===== config.mk =====
export PLATFORM = sky130hd
export DESIGN_NAME = dust_sensor_reply_frame_checker_top
export DESIGN_NICKNAME = d
export VERILOG_FILES = /design/src/rtl/core/dsrfc_pkg.sv /design/src/rtl/core/dsrfc_frame_check.sv /design/src/rtl/core/dsrfc_skid.sv /design/src/rtl/core/dust_sensor_reply_frame_checker_top.sv
export SDC_FILE = /design/constraint.sdc
export NUM_CORES = 1
export LEC_CHECK = 0
export BUFFER_PORTS_ARGS = -buffer_cell sky130_fd_sc_hd__buf_4
export CAP_MARGIN = 20
export CORE_UTILIZATION = 40
export DETAILED_ROUTE_END_ITERATION = 12
export HOLD_SLACK_MARGIN = 0.03
export SLEW_MARGIN = 20
export SYNTH_ARGS = -nofsm -noshare
export SYNTH_HDL_FRONTEND = slang
export SYNTH_SLANG_ARGS = --single-unit
export TNS_END_PERCENT = 10

===== constraint.sdc =====
create_clock -name aclk -period 9.7 [get_ports aclk]
set_clock_uncertainty 0.2 [all_clocks]
set_input_delay 2.91 -clock aclk [delete_from_list [all_inputs] [get_ports aclk]]
set_output_delay 2.91 -clock aclk [all_outputs]
set_load 0.05 [all_outputs]

===== src/rtl/core/dsrfc_pkg.sv =====
package dsrfc_pkg;

    // Frame layout and fixed byte values.
    localparam logic [3:0] FRAME_LEN   = 4'd10;
    localparam logic [7:0] HEAD_BYTE   = 8'hAA;
    localparam logic [7:0] TAIL_BYTE   = 8'hAB;
    localparam logic [7:0] REPLY_QUERY = 8'hC0;
    localparam logic [7:0] REPLY_OTHER = 8'hC5;
    localparam logic [7:0] QUERY_CMD   = 8'd4;

    // Frame byte positions that carry a check.
    localparam logic [3:0] POS_HEAD  = 4'd0;
    localparam logic [3:0] POS_REPLY = 4'd1;
    localparam logic [3:0] POS_ECHO  = 4'd2;
    localparam logic [3:0] POS_SUM   = 4'd8;
    localparam logic [3:0] POS_TAIL  = 4'd9;
    localparam logic [3:0] POS_DATA0 = 4'd2;

    localparam int PAYLOAD_LEN = 6;

    // Configuration register index (paddr bit 2).
    localparam logic REG_EXPECTED_COMMAND = 1'b0;

    typedef enum logic [1:0] {
        KIND_BYTE    = 2'd0,
        KIND_RESTART = 2'd1,
        KIND_IDLE    = 2'd2
    } kind_t;

    typedef enum logic [2:0] {
        ERR_NONE     = 3'd0,
        ERR_HEADER   = 3'd1,
        ERR_REPLY    = 3'd2,
        ERR_ECHO     = 3'd3,
        ERR_CHECKSUM = 3'd4,
        ERR_TAIL     = 3'd5,
        ERR_SHORT    = 3'd6
    } err_code_t;

    // One frame report as it leaves the checker.
    typedef struct packed {
        logic                              frame_ok;
        err_code_t                         error_code;
        logic [3:0]                        bytes_seen;
        logic [PAYLOAD_LEN-1:0][7:0]       payload;
    } result_t;

endpackage


===== src/rtl/core/dsrfc_frame_check.sv =====
module dsrfc_frame_check
    import dsrfc_pkg::*;
(
    input  logic       aclk,
    input  logic       aresetn,
    input  logic       in_accept,
    input  logic [1:0] in_kind,
    input  logic [7:0] in_byte,
    input  logic [7:0] expected_command,
    output logic       res_valid,
    output result_t    res
);

    logic [3:0]                  pos_reg, pos_next;
    logic [7:0]                  sum_reg, sum_next;
    err_code_t                   err_reg, err_next;
    logic [PAYLOAD_LEN-1:0][7:0] pay_reg, pay_next;

    logic                        pos_wrap;
    logic [3:0]                  pos_eff;
    logic [7:0]                  sum_eff;
    err_code_t                   err_eff;
    logic [PAYLOAD_LEN-1:0][7:0] pay_eff;
    logic [7:0]                  sum_byte;
    logic [PAYLOAD_LEN-1:0][7:0] pay_byte;
    err_code_t                   chk_err;
    err_code_t                   err_byte;
    logic [3:0]                  pos_inc;
    logic                        is_query;

    // A position left at the frame length starts a fresh frame.
    assign pos_wrap = (pos_reg >= FRAME_LEN);
    assign pos_eff  = pos_wrap ? 4'd0 : pos_reg;
    assign sum_eff  = pos_wrap ? 8'd0 : sum_reg;
    assign err_eff  = pos_wrap ? ERR_NONE : err_reg;
    assign pay_eff  = pos_wrap ? '0 : pay_reg;
    assign is_query = (expected_command == QUERY_CMD);

    // Payload bytes are stored and added into the checksum.
    assign sum_byte = ((pos_eff >= POS_DATA0) && (pos_eff < POS_SUM)) ? sum_eff + in_byte
                                                                       : sum_eff;
    always_comb begin
        for (int i = 0; i < PAYLOAD_LEN; i++) begin
            pay_byte[i] = (pos_eff == POS_DATA0 + 4'(i)) ? in_byte : pay_eff[i];
        end
    end

    // Check for the byte at its position in the frame.
    always_comb begin
        chk_err = ERR_NONE;
        unique case (pos_eff)
            POS_HEAD: begin
                if (in_byte != HEAD_BYTE) chk_err = ERR_HEADER;
            end
            POS_REPLY: begin
                if (in_byte != (is_query ? REPLY_QUERY : REPLY_OTHER)) chk_err = ERR_REPLY;
            end
            POS_ECHO: begin
                if (!is_query && (in_byte != expected_command)) chk_err = ERR_ECHO;
            end
            POS_SUM: begin
                if (in_byte != sum_eff) chk_err = ERR_CHECKSUM;
            end
            POS_TAIL: begin
                if (in_byte != TAIL_BYTE) chk_err = ERR_TAIL;
            end
            default: begin
                chk_err = ERR_NONE;
            end
        endcase
    end

    // Only the first error of a frame is kept.
    assign err_byte = (err_eff != ERR_NONE) ? err_eff : chk_err;
    assign pos_inc  = pos_eff + 4'd1;

    // Frame state update and report for each accepted transaction.
    always_comb begin
        pos_next            = pos_reg;
        sum_next            = sum_reg;
        err_next            = err_reg;
        pay_next            = pay_reg;
        res_valid           = 1'b0;
        res.frame_ok        = 1'b0;
        res.error_code      = ERR_NONE;
        res.bytes_seen      = pos_reg;
        res.payload         = pay_reg;
        if (in_accept) begin
            unique case (kind_t'(in_kind))
                KIND_RESTART: begin
                    pos_next = '0;
                    sum_next = '0;
                    err_next = ERR_NONE;
                    pay_next = '0;
                end
                KIND_IDLE: begin
                    res_valid      = 1'b1;
                    res.error_code = (err_reg != ERR_NONE) ? err_reg : ERR_SHORT;
                    pos_next       = '0;
                    sum_next       = '0;
                    err_next       = ERR_NONE;
                    pay_next       = '0;
                end
                KIND_BYTE: begin
                    if (pos_inc >= FRAME_LEN) begin
                        res_valid      = 1'b1;
                        res.frame_ok   = (err_byte == ERR_NONE);
                        res.error_code = err_byte;
                        res.bytes_seen = FRAME_LEN;
                        res.payload    = pay_byte;
                        pos_next       = '0;
                        sum_next       = '0;
                        err_next       = ERR_NONE;
                        pay_next       = '0;
                    end else begin
                        pos_next = pos_inc;
                        sum_next = sum_byte;
                        err_next = err_byte;
                        pay_next = pay_byte;
                    end
                end
                default: begin
                    // Unused kind code: nothing changes.
                    pos_next = pos_reg;
                end
            endcase
        end
    end

    // Frame state registers.
    always_ff @(posedge aclk) begin
        if (!aresetn) begin
            pos_reg <= '0;
            sum_reg <= '0;
            err_reg <= ERR_NONE;
            pay_reg <= '0;
        end else begin
            pos_reg <= pos_next;
            sum_reg <= sum_next;
            err_reg <= err_next;
            pay_reg <= pay_next;
        end
    end

endmodule


===== src/rtl/core/dsrfc_skid.sv =====
module dsrfc_skid
    import dsrfc_pkg::*;
(
    input  logic    aclk,
    input  logic    aresetn,
    input  logic    in_valid,
    input  result_t in_data,
    output logic    in_room,
    output logic    out_valid,
    input  logic    out_ready,
    output result_t out_data
);

    logic    main_valid_reg, main_valid_next;
    logic    skid_valid_reg, skid_valid_next;
    result_t main_reg, main_next;
    result_t skid_reg, skid_next;
    logic    pop;

    // Room for one more report as long as the spare entry is empty.
    assign in_room   = !skid_valid_reg;
    assign out_valid = main_valid_reg;
    assign out_data  = main_reg;
    assign pop       = main_valid_reg && out_ready;

    // Output entry is refilled from the spare entry first.
    always_comb begin
        main_valid_next = main_valid_reg;
        skid_valid_next = skid_valid_reg;
        main_next       = main_reg;
        skid_next       = skid_reg;
        priority if (skid_valid_reg) begin
            if (pop) begin
                main_next       = skid_reg;
                skid_valid_next = 1'b0;
            end
        end else if (in_valid) begin
            if (!main_valid_reg || pop) begin
                main_next       = in_data;
                main_valid_next = 1'b1;
            end else begin
                skid_next       = in_data;
                skid_valid_next = 1'b1;
            end
        end else if (pop) begin
            main_valid_next = 1'b0;
        end
    end

    always_ff @(posedge aclk) begin
        if (!aresetn) begin
            main_valid_reg <= 1'b0;
            skid_valid_reg <= 1'b0;
        end else begin
            main_valid_reg <= main_valid_next;
            skid_valid_reg <= skid_valid_next;
        end
    end

    // Payload entries need no reset.
    always_ff @(posedge aclk) begin
        main_reg <= main_next;
        skid_reg <= skid_next;
    end

endmodule


===== src/rtl/core/dust_sensor_reply_frame_checker_top.sv =====
// Reply frame checker: one received byte or line event per transaction.
// Throughput: one input transaction per cycle while the two-entry output stage has room.
// A report for the transaction that ends a frame is registered in the output stage before it shows on m_tvalid.
// The per-byte check is one compare and an 8-bit add between the frame state registers.
// Reset (aresetn low, synchronous) clears the frame state and the output stage,
// and sets expected_command to 4.
module dust_sensor_reply_frame_checker_top
    import dsrfc_pkg::*;
(
    input  logic        aclk,
    input  logic        aresetn,
    // Input channel.
    input  logic        s_tvalid,
    output logic        s_tready,
    input  logic [7:0]  s_tdata,   // [7:0] rx_byte
    input  logic [1:0]  s_tuser,   // [1:0] kind
    // Result channel.
    output logic        m_tvalid,
    input  logic        m_tready,
    // [2:0] error_code, [6:3] bytes_seen, [14:7] data_1, [22:15] data_2,
    // [30:23] data_3, [38:31] data_4, [46:39] data_5, [54:47] data_6,
    // [70:55] pm25_tenths, [86:71] pm10_tenths, [87] zero
    output logic [87:0] m_tdata,
    output logic        m_tuser,   // [0] frame_ok
    // Configuration port.
    input  logic        psel,
    input  logic        penable,
    input  logic        pwrite,
    input  logic [2:0]  paddr,
    input  logic [31:0] pwdata,
    output logic [31:0] prdata,
    output logic        pready
);

    logic [7:0] cmd_reg;
    logic       in_accept;
    logic       res_valid;
    result_t    res;
    result_t    out_res;

    // Configuration register.
    assign pready = 1'b1;
    always_ff @(posedge aclk) begin
        if (!aresetn) begin
            cmd_reg <= QUERY_CMD;
        end else if (psel && penable && pwrite && (paddr[2] == REG_EXPECTED_COMMAND)) begin
            cmd_reg <= pwdata[7:0];
        end
    end
    assign prdata = (paddr[2] == REG_EXPECTED_COMMAND) ? {24'd0, cmd_reg} : 32'd0;

    assign in_accept = s_tvalid && s_tready;

    dsrfc_frame_check u_check (
        .aclk             (aclk),
        .aresetn          (aresetn),
        .in_accept        (in_accept),
        .in_kind          (s_tuser),
        .in_byte          (s_tdata),
        .expected_command (cmd_reg),
        .res_valid        (res_valid),
        .res              (res)
    );

    dsrfc_skid u_skid (
        .aclk      (aclk),
        .aresetn   (aresetn),
        .in_valid  (res_valid),
        .in_data   (res),
        .in_room   (s_tready),
        .out_valid (m_tvalid),
        .out_ready (m_tready),
        .out_data  (out_res)
    );

    // Pack the report; the PM values are little-endian byte pairs.
    assign m_tuser = out_res.frame_ok;
    assign m_tdata = {1'b0,
                      out_res.payload[3], out_res.payload[2],
                      out_res.payload[1], out_res.payload[0],
                      out_res.payload,
                      out_res.bytes_seen,
                      out_res.error_code};

endmodule


==> results of run 1 <==
## how the worst min path moves through the flow
stage	to	slack [ns]	depth (start not counted)
after floorplan	u_check.sum_reg[0]$_SDFFE_PN0P_	0.23	1
after global placement	u_skid.skid_reg[3]$_DFFE_PP_	0.24	0
after detailed placement	u_skid.skid_reg[3]$_DFFE_PP_	0.25	0
after CTS	u_skid.skid_reg[3]$_DFFE_PP_	0.27	0
after global routing	u_skid.skid_reg[5]$_DFFE_PP_	0.29	0
final	u_skid.skid_reg[5]$_DFFE_PP_	0.27	0
## area by class of cell
| class | count | area [um2] | area share, % |
|---|---|---|---|
| Inverter | 13 | 48.8 | 0.470 |
| Timing Repair Buffer | 129 | 968 | 9.33 |
| Multi-Input combinational cell | 455 | 3580 | 34.5 |
| Clock inverter | 13 | 170 | 1.64 |
| Sequential cell | 185 | 4820 | 46.5 |
| Tap cell | 280 | 350 | 3.38 |
| Clock buffer | 19 | 433 | 4.17 |
## critical path: stages
cell,delay [ns]
buf_4,0.14
nor2b_1,0.13
buf_4,0.21
## stage by stage
stage | cell area [um2] | power [mW] | worst slack, ns | std cells | util [%]
2_1_floorplan | 9100 | 0.973 | 1.68 | 763 | -
3_3_place_gp | 9770 | 1.00 | 3.22 | 1061 | 44.5
3_5_place_dp | 9780 | 1.00 | 3.21 | 1062 | 44.5
4_1_cts | 10400 | 1.71 | 3.20 | 1094 | 47.3
5_1_grt | 10400 | 1.75 | 3.14 | 1094 | 47.3
6_report | 10400 | 1.70 | 3.20 | 1094 | 47.3
## metal layers
metal  part of all wire, %  vias up  GRT usage [%]  wire length [um]
li1                      -     2736              -                 -
met1                    49     2700           23.0              9000
met2                    46      156           25.5              8490
met3                   4.7       12           3.99               875
met4                  0.85        0           4.08               157
met5                     0        -              0                 0
## cells by family (layout without fill, tap and decap cells)
| family | after synthesis | after routing | synth area share [%] |
|---|---|---|---|
| AOI/OAI and AO/OA | 150 | 150 | 13.3 |
| xor gates and xnor gates | 14 | 14 | 1.44 |
| adders and majority gates | 13 | 13 | 1.89 |
| buffers and inverters | 123 | 174 | 7.89 |
| DFF | 185 | 185 | 53.6 |
| muxes | 69 | 69 | 9.29 |
| other | 2 | 26 | 0.0834 |
| and+or+nand+nor | 183 | 183 | 12.5 |
## placed cells by master, fill, tap and decap left out, types with 3 or more instances in the layout
master and instances:
buf_4 129, edfxtp_1 112, dfxtp_1 73, nor2b_1 64, mux2_2 53, a22oi_1 53
nand2_1 37, conb_1 26, a22o_1 21, clkbuf_16 17, mux2_4 16, nor2_1 15
o21ai_0 13, and2_1 13, xnor2_1 13, inv_1 12, ha_1 12, nor3_1 9
a21oi_1 9, a21boi_0 9, a21o_1 6, o31ai_2 6, nor2_2 5, nand4b_1 4
nand2b_1 4, clkinvlp_4 4, a2111o_1 3, o21a_1 3, nand4bb_1 3, and3_1 3
o21bai_1 3, nor3b_1 3, bufinv_16 3
## power by group through the flow
stage	registers [mW]	logic, mW	clock network (mW)
6_report	0.839	0.147	0.712
5_1_grt	0.839	0.155	0.760
4_1_cts	0.839	0.147	0.727
3_5_place_dp	0.856	0.147	0
3_3_place_gp	0.856	0.146	0
2_1_floorplan	0.877	0.0966	0
==> results.md, run 1 <==
- Status: finished, violations left
- Failing checks: DRC
- Final setup violation count: 0
- Syn Inst Count: 739
- Sum Neg Setup Slack: 0 ns
- Worst Path Required: 6.59 ns
- Full die area: 23,100 um2
- Clock Path Buffers: 2
- Top FF cell, synth: edfxtp_1
- Slew at the pin closest to its max-slew limit: 0.842 ns
- First-pass GRT wire length: 29,700 um
- DP HPWL: 11,800 um
- Crit path DAT: 3.39 ns
- RSZ-0062 raised after global routing: no
- Pleak: 3.93 nW
- NetSw: 0.415 mW
- Number of synthesized flops with an enable pin: 112
- Syn Area/Cell: 12.2 um2
- Root Buffer Master: clkbuf_16
- Sequential cell area fraction in the yosys report: 53.6%
- Fillers: 1,984
- Top-count cell post-synth: edfxtp_1
- Drc violations: 20
- # diodes: 0
- Netlist cell types: 69
- Post-layout nets: 866
- FF-to-FF End: u_skid.skid_reg[22]$_DFFE_PP_
- WHS: 0.267 ns
- Yosys warning count: 0
- Post-synth top area cell: edfxtp_1
- Synth cell count leaders: edfxtp_1 (112), dfxtp_1 (73), nor2b_1 (64), buf_4 (59)
- CTS Sinks: 185
- Vias in the first global route: 5,344
- Cells on worst reg2reg path: 9
- Layout cell share with drive strength beyond 1: 31.6%
- FMAX: 154 MHz
- Syn-to-layout area delta: 15.2%
- TritonCTS clock tree: built
- Max VDD drop: 0.115 mV
- Hold Path Origin: u_check.pay_reg[5]$_SDFFE_PN0P_
- Final WL: 18,500 um
- Post-synthesis instance area: 9010 um2
- Max-Cap Viols: 0
- Critical Path End: prdata[5]
- Slew Limit Fails: 0
- Setup bufs post-CTS: 0
- Number of iterations in the first detailed-routing pass: 9
- Htree depth: 4
- Die Span Y: 152 um
- PostCTS Resize Cnt: 0
- Launch point of the worst reg-to-reg path: u_check.pos_reg[3]$_SDFFE_PN0P_
- Post-synth top area share: 37.3%
- Skew-Pair Late Insertion Delay: 0.43 ns
- Vias per inst: 5.12
- Worst Path Max Fanout: 10
- Relative slew slack: 42.4%
- Final Wtd Congestion: 0.825
- Total number of vias: 5,604
- Tmin final: 6.50 ns
- Largest net degree at the start of global routing: 71
- Clock transition at path regs: 0.07 ns
- Clock network power share: 41.9%
- Critical path startpoint: paddr[2]
- Setup crit start kind: input pin
- Post-route ant nets: 0
- IO Count: 176
- CP endpoint kind: output pin
- Period Utilization, post-route: 67.0%
- Post-CTS Hold Buffers: 0
- Hold Path Class: register to register
- Switching share of power: 24.4%
- Seq pwr share: 49.4%
- Antenna violations before repair: 0
- Tot GR Track Use: 16.4%
- Overflow after GRT: 0
- Initial Utilization: 41.0%
- Row cnt: 54
- Crit Path Category: input pin to output pin
- Synth Register Bits: 185
- DR iter-0 viols: 446
- Final Hold Fails: 0
- Core area: 22,000 um2
- Num CTS Buffers: 17
- Buffers on Ports: 123
- Register-to-register setup slack: 5.45 ns
- PD cells: 164 nW/um2
- Combinational Power Share: 8.7%
- Asr flop ratio synth: 0%
- Synth area leaders: edfxtp_1 (37%), dfxtp_1 (16%), mux2_2 (6.6%), buf_4 (4.9%), nor2b_1 (4.4%)
- WL/cell: 16.9 um
- Pint: 1.28 mW
- Horiz. Die Dim: 152 um
Note: power is estimated with default switching activity, not from simulation.
==> run 2, diff against run 1 <==
==> constraint.sdc (replaced) <==
create_clock -name aclk -period 5.55 [get_ports aclk]
set_clock_uncertainty 0.2 [all_clocks]
set_input_delay 1.665 -clock aclk [delete_from_list [all_inputs] [get_ports aclk]]
set_output_delay 1.665 -clock aclk [all_outputs]
set_load 0.05 [all_outputs]
==> run 2 against run 1 <==
The run still ends with DRC left; die area did not move; via count increased by 1.2%; final area rose by 0.43%; critical path depth increased by 3; register-to-register slack worse by 3.9 ns; core utilization up 0.21 points; clock power increased by 81%; sequential share of layout area down 0.20 points; critical endpoint is now u_skid.out_data[38]$_DFFE_PP_; largest cell class unchanged; largest power group unchanged.
==> results.md, run 2 (synthesized netlist as in run 1, its figures left out) <==
- Syn-to-layout area delta: 15.7%
- Worst Path Required: 5.54 ns (-1.05 ns)
- Final Hold Fails: 0 (unchanged)
- Antenna violations before repair: 0 (unchanged)
- Fin area: 10,400 um2 (+0.43%)
- Slew at the pin closest to its max-slew limit: 0.972 ns (+0.130 ns)
- Relative slew slack: 35.1% (-7.3 points)
- PnR worst setup slack: 1.52 ns (-1.68 ns)
- Number of iterations in the first detailed-routing pass: 9 (unchanged)
- Tot GR Track Use: 16.1% (-0.29 points)
- IO Count: 176 (unchanged)
- Clock transition at path regs: 0.07 ns (about the same)
- Vias per inst: 5.19 (+1.3%)
- Dpl cell area: 9800 um2 (+0.24%)
- Commonest non-fill, non-tap cells in the layout: buf_4 (126), edfxtp_1 (112), dfxtp_1 (73), nor2b_1 (64)
- CTS Sinks: 185 (unchanged)
- Vias in the first global route: 5,354 (+0.19%)
- RSZ-0062 raised after global routing: no
- Final Wtd Congestion: 0.808 (-2.1%)
- Tot Pwr: 3.01 mW (+77%)
- DR iter-0 viols: 443 (-0.67%)
- Largest net degree at the start of global routing: 71 (unchanged)
- TritonCTS clock tree: built
- Status: finished, violations left
- Horiz. Die Dim: 152 um (unchanged)
- Final setup violation count: 0 (unchanged)
- Overflow after GRT: 0 (unchanged)
- Setup crit start kind: input pin
- Crit-path slowest cell: a2111o_1
- Die Span Y: 152 um (unchanged)
- Tmin final: 4.03 ns
- WL/cell: 16.8 um (-0.71%)
- Period Utilization, post-route: 72.6%
- Root Buffer Master: clkbuf_16
- Failing checks: DRC
- First-pass GRT wire length: 29,300 um (-1.2%)
- Drc violations: 26 (+30%)
- PostCTS Resize Cnt: 0 (unchanged)
- Post-layout nets: 865 (-0.12%)
- Worst Path Max Fanout: 9 (-1)
- Max VDD drop: 0.168 mV (+47%)
- CP endpoint kind: register
- Crit path cell chain: buf_4 -> or3b_1 -> a2111o_1 -> nor2_8 -> mux2_4 -> mux2_2
- Hold Path Class: register to register
- Post-CTS Hold Buffers: 0 (unchanged)
- Non-filler cells, final: 1,093 (-0.091%)
- Max-Cap Viols: 0 (unchanged)
- Clock Path Buffers: 2 (unchanged)
- FMAX: 248 MHz
- Total number of vias: 5,674 (+1.2%)
- Skew-Pair Late Insertion Delay: 0.44 ns (about the same)
- Buffers on Ports: 123 (unchanged)
- Htree depth: 4 (unchanged)
- Buffers and inverters on the worst path: 1 (-1)
- Max incr delay on CP: 0.74 ns (+0.53 ns)
- Pre-CTS WS: 1.06 ns (-2.15 ns)
- Setup bufs post-CTS: 0 (unchanged)
- # diodes: 0 (unchanged)
- Initial Utilization: 41.0% (unchanged)
- Delay-heaviest family, CP: simple AND/OR/NAND/NOR gates
- Pleak: 3.96 nW (+0.64%)
- Final WL: 18,400 um (-0.80%)
- Core area: 22,000 um2 (unchanged)
- Full die area: 23,100 um2 (unchanged)
- PD cells: 289 nW/um2 (+77%)
- DP HPWL: 11,700 um (-0.78%)
- Crit path DAT: 4.01 ns (+0.62 ns)
- Num CTS Buffers: 17 (unchanged)
- Row cnt: 54 (unchanged)
- # placed instances: 1,061 (-0.094%)
- Slew Limit Fails: 0 (unchanged)
- Post-route ant nets: 0 (unchanged)
- Commonest non-fill, non-tap cell in the layout: buf_4
- Layout cell share with drive strength beyond 1: 31.4% (-0.21 points)
- Crit Path Category: input pin to register
-- run 2: cell count changes in the layout (fill, tap and decap cells not counted), sizes merged --
cell	delta
clkinv	+4
clkinvlp	-3
buf	-1
bufinv	+1
clkbuf	-1
inv	-1
-- run 2: final timing paths --
| kind | startpoint | to | slack, ns | cells past startpoint |
|---|---|---|---|---|
| setup / recovery | s_tuser[0] | u_skid.out_data[38]$_DFFE_PP_ | 1.52 | 6 |
| hold / removal | u_check.pay_reg[14]$_SDFFE_PN0P_ | u_skid.skid_reg[14]$_DFFE_PP_ | 0.27 | 0 |
| setup reg to reg | u_check.pos_reg[3]$_SDFFE_PN0P_ | u_skid.out_data[38]$_DFFE_PP_ | 1.54 | 9 |
| hold reg to reg | u_check.pay_reg[14]$_SDFFE_PN0P_ | u_skid.skid_reg[14]$_DFFE_PP_ | 0.27 | 0 |
-- run 2: layer usage --
metal / vias to the layer above / global-route usage [%] / wire [um]
met3: 18 / 3.48 / 823
met2: 143 / 25.0 / 8440
met4: 0 / 5.49 / 244
met5: - / 0 / 0
met1: 2764 / 22.3 / 8860
li1: 2749 / - / -
-- run 2: through the flow --
step / hold WS (ns) / utilization [%] / TNS [ns]
global route: 0.278 / 47.5 / 0
CTS: 0.261 / 47.5 / 0
detailed placement: 0.240 / 44.6 / 0
global placement: 0.244 / 44.6 / 0
finish: 0.265 / 47.5 / 0
floorplan: 0.234 / - / -17.55
-- run 2: report_power, final --
part,switching (mW),internal (mW)
Sequential,0.00806,1.46
Clock,0.531,0.758
Combinational,0.189,0.0694
-- run 2: area by class of cell --
| cell class | count | area [um2] |
|---|---|---|
| Multi-Input combinational cell | 455 | 3590 |
| Tap cell | 280 | 350 |
| Timing Repair Buffer | 128 | 986 |
| Inverter | 13 | 48.8 |
| Clock inverter | 14 | 195 |
| Clock buffer | 18 | 429 |
| Sequential cell | 185 | 4820 |
| Fill cell | 1999 | 11500 |
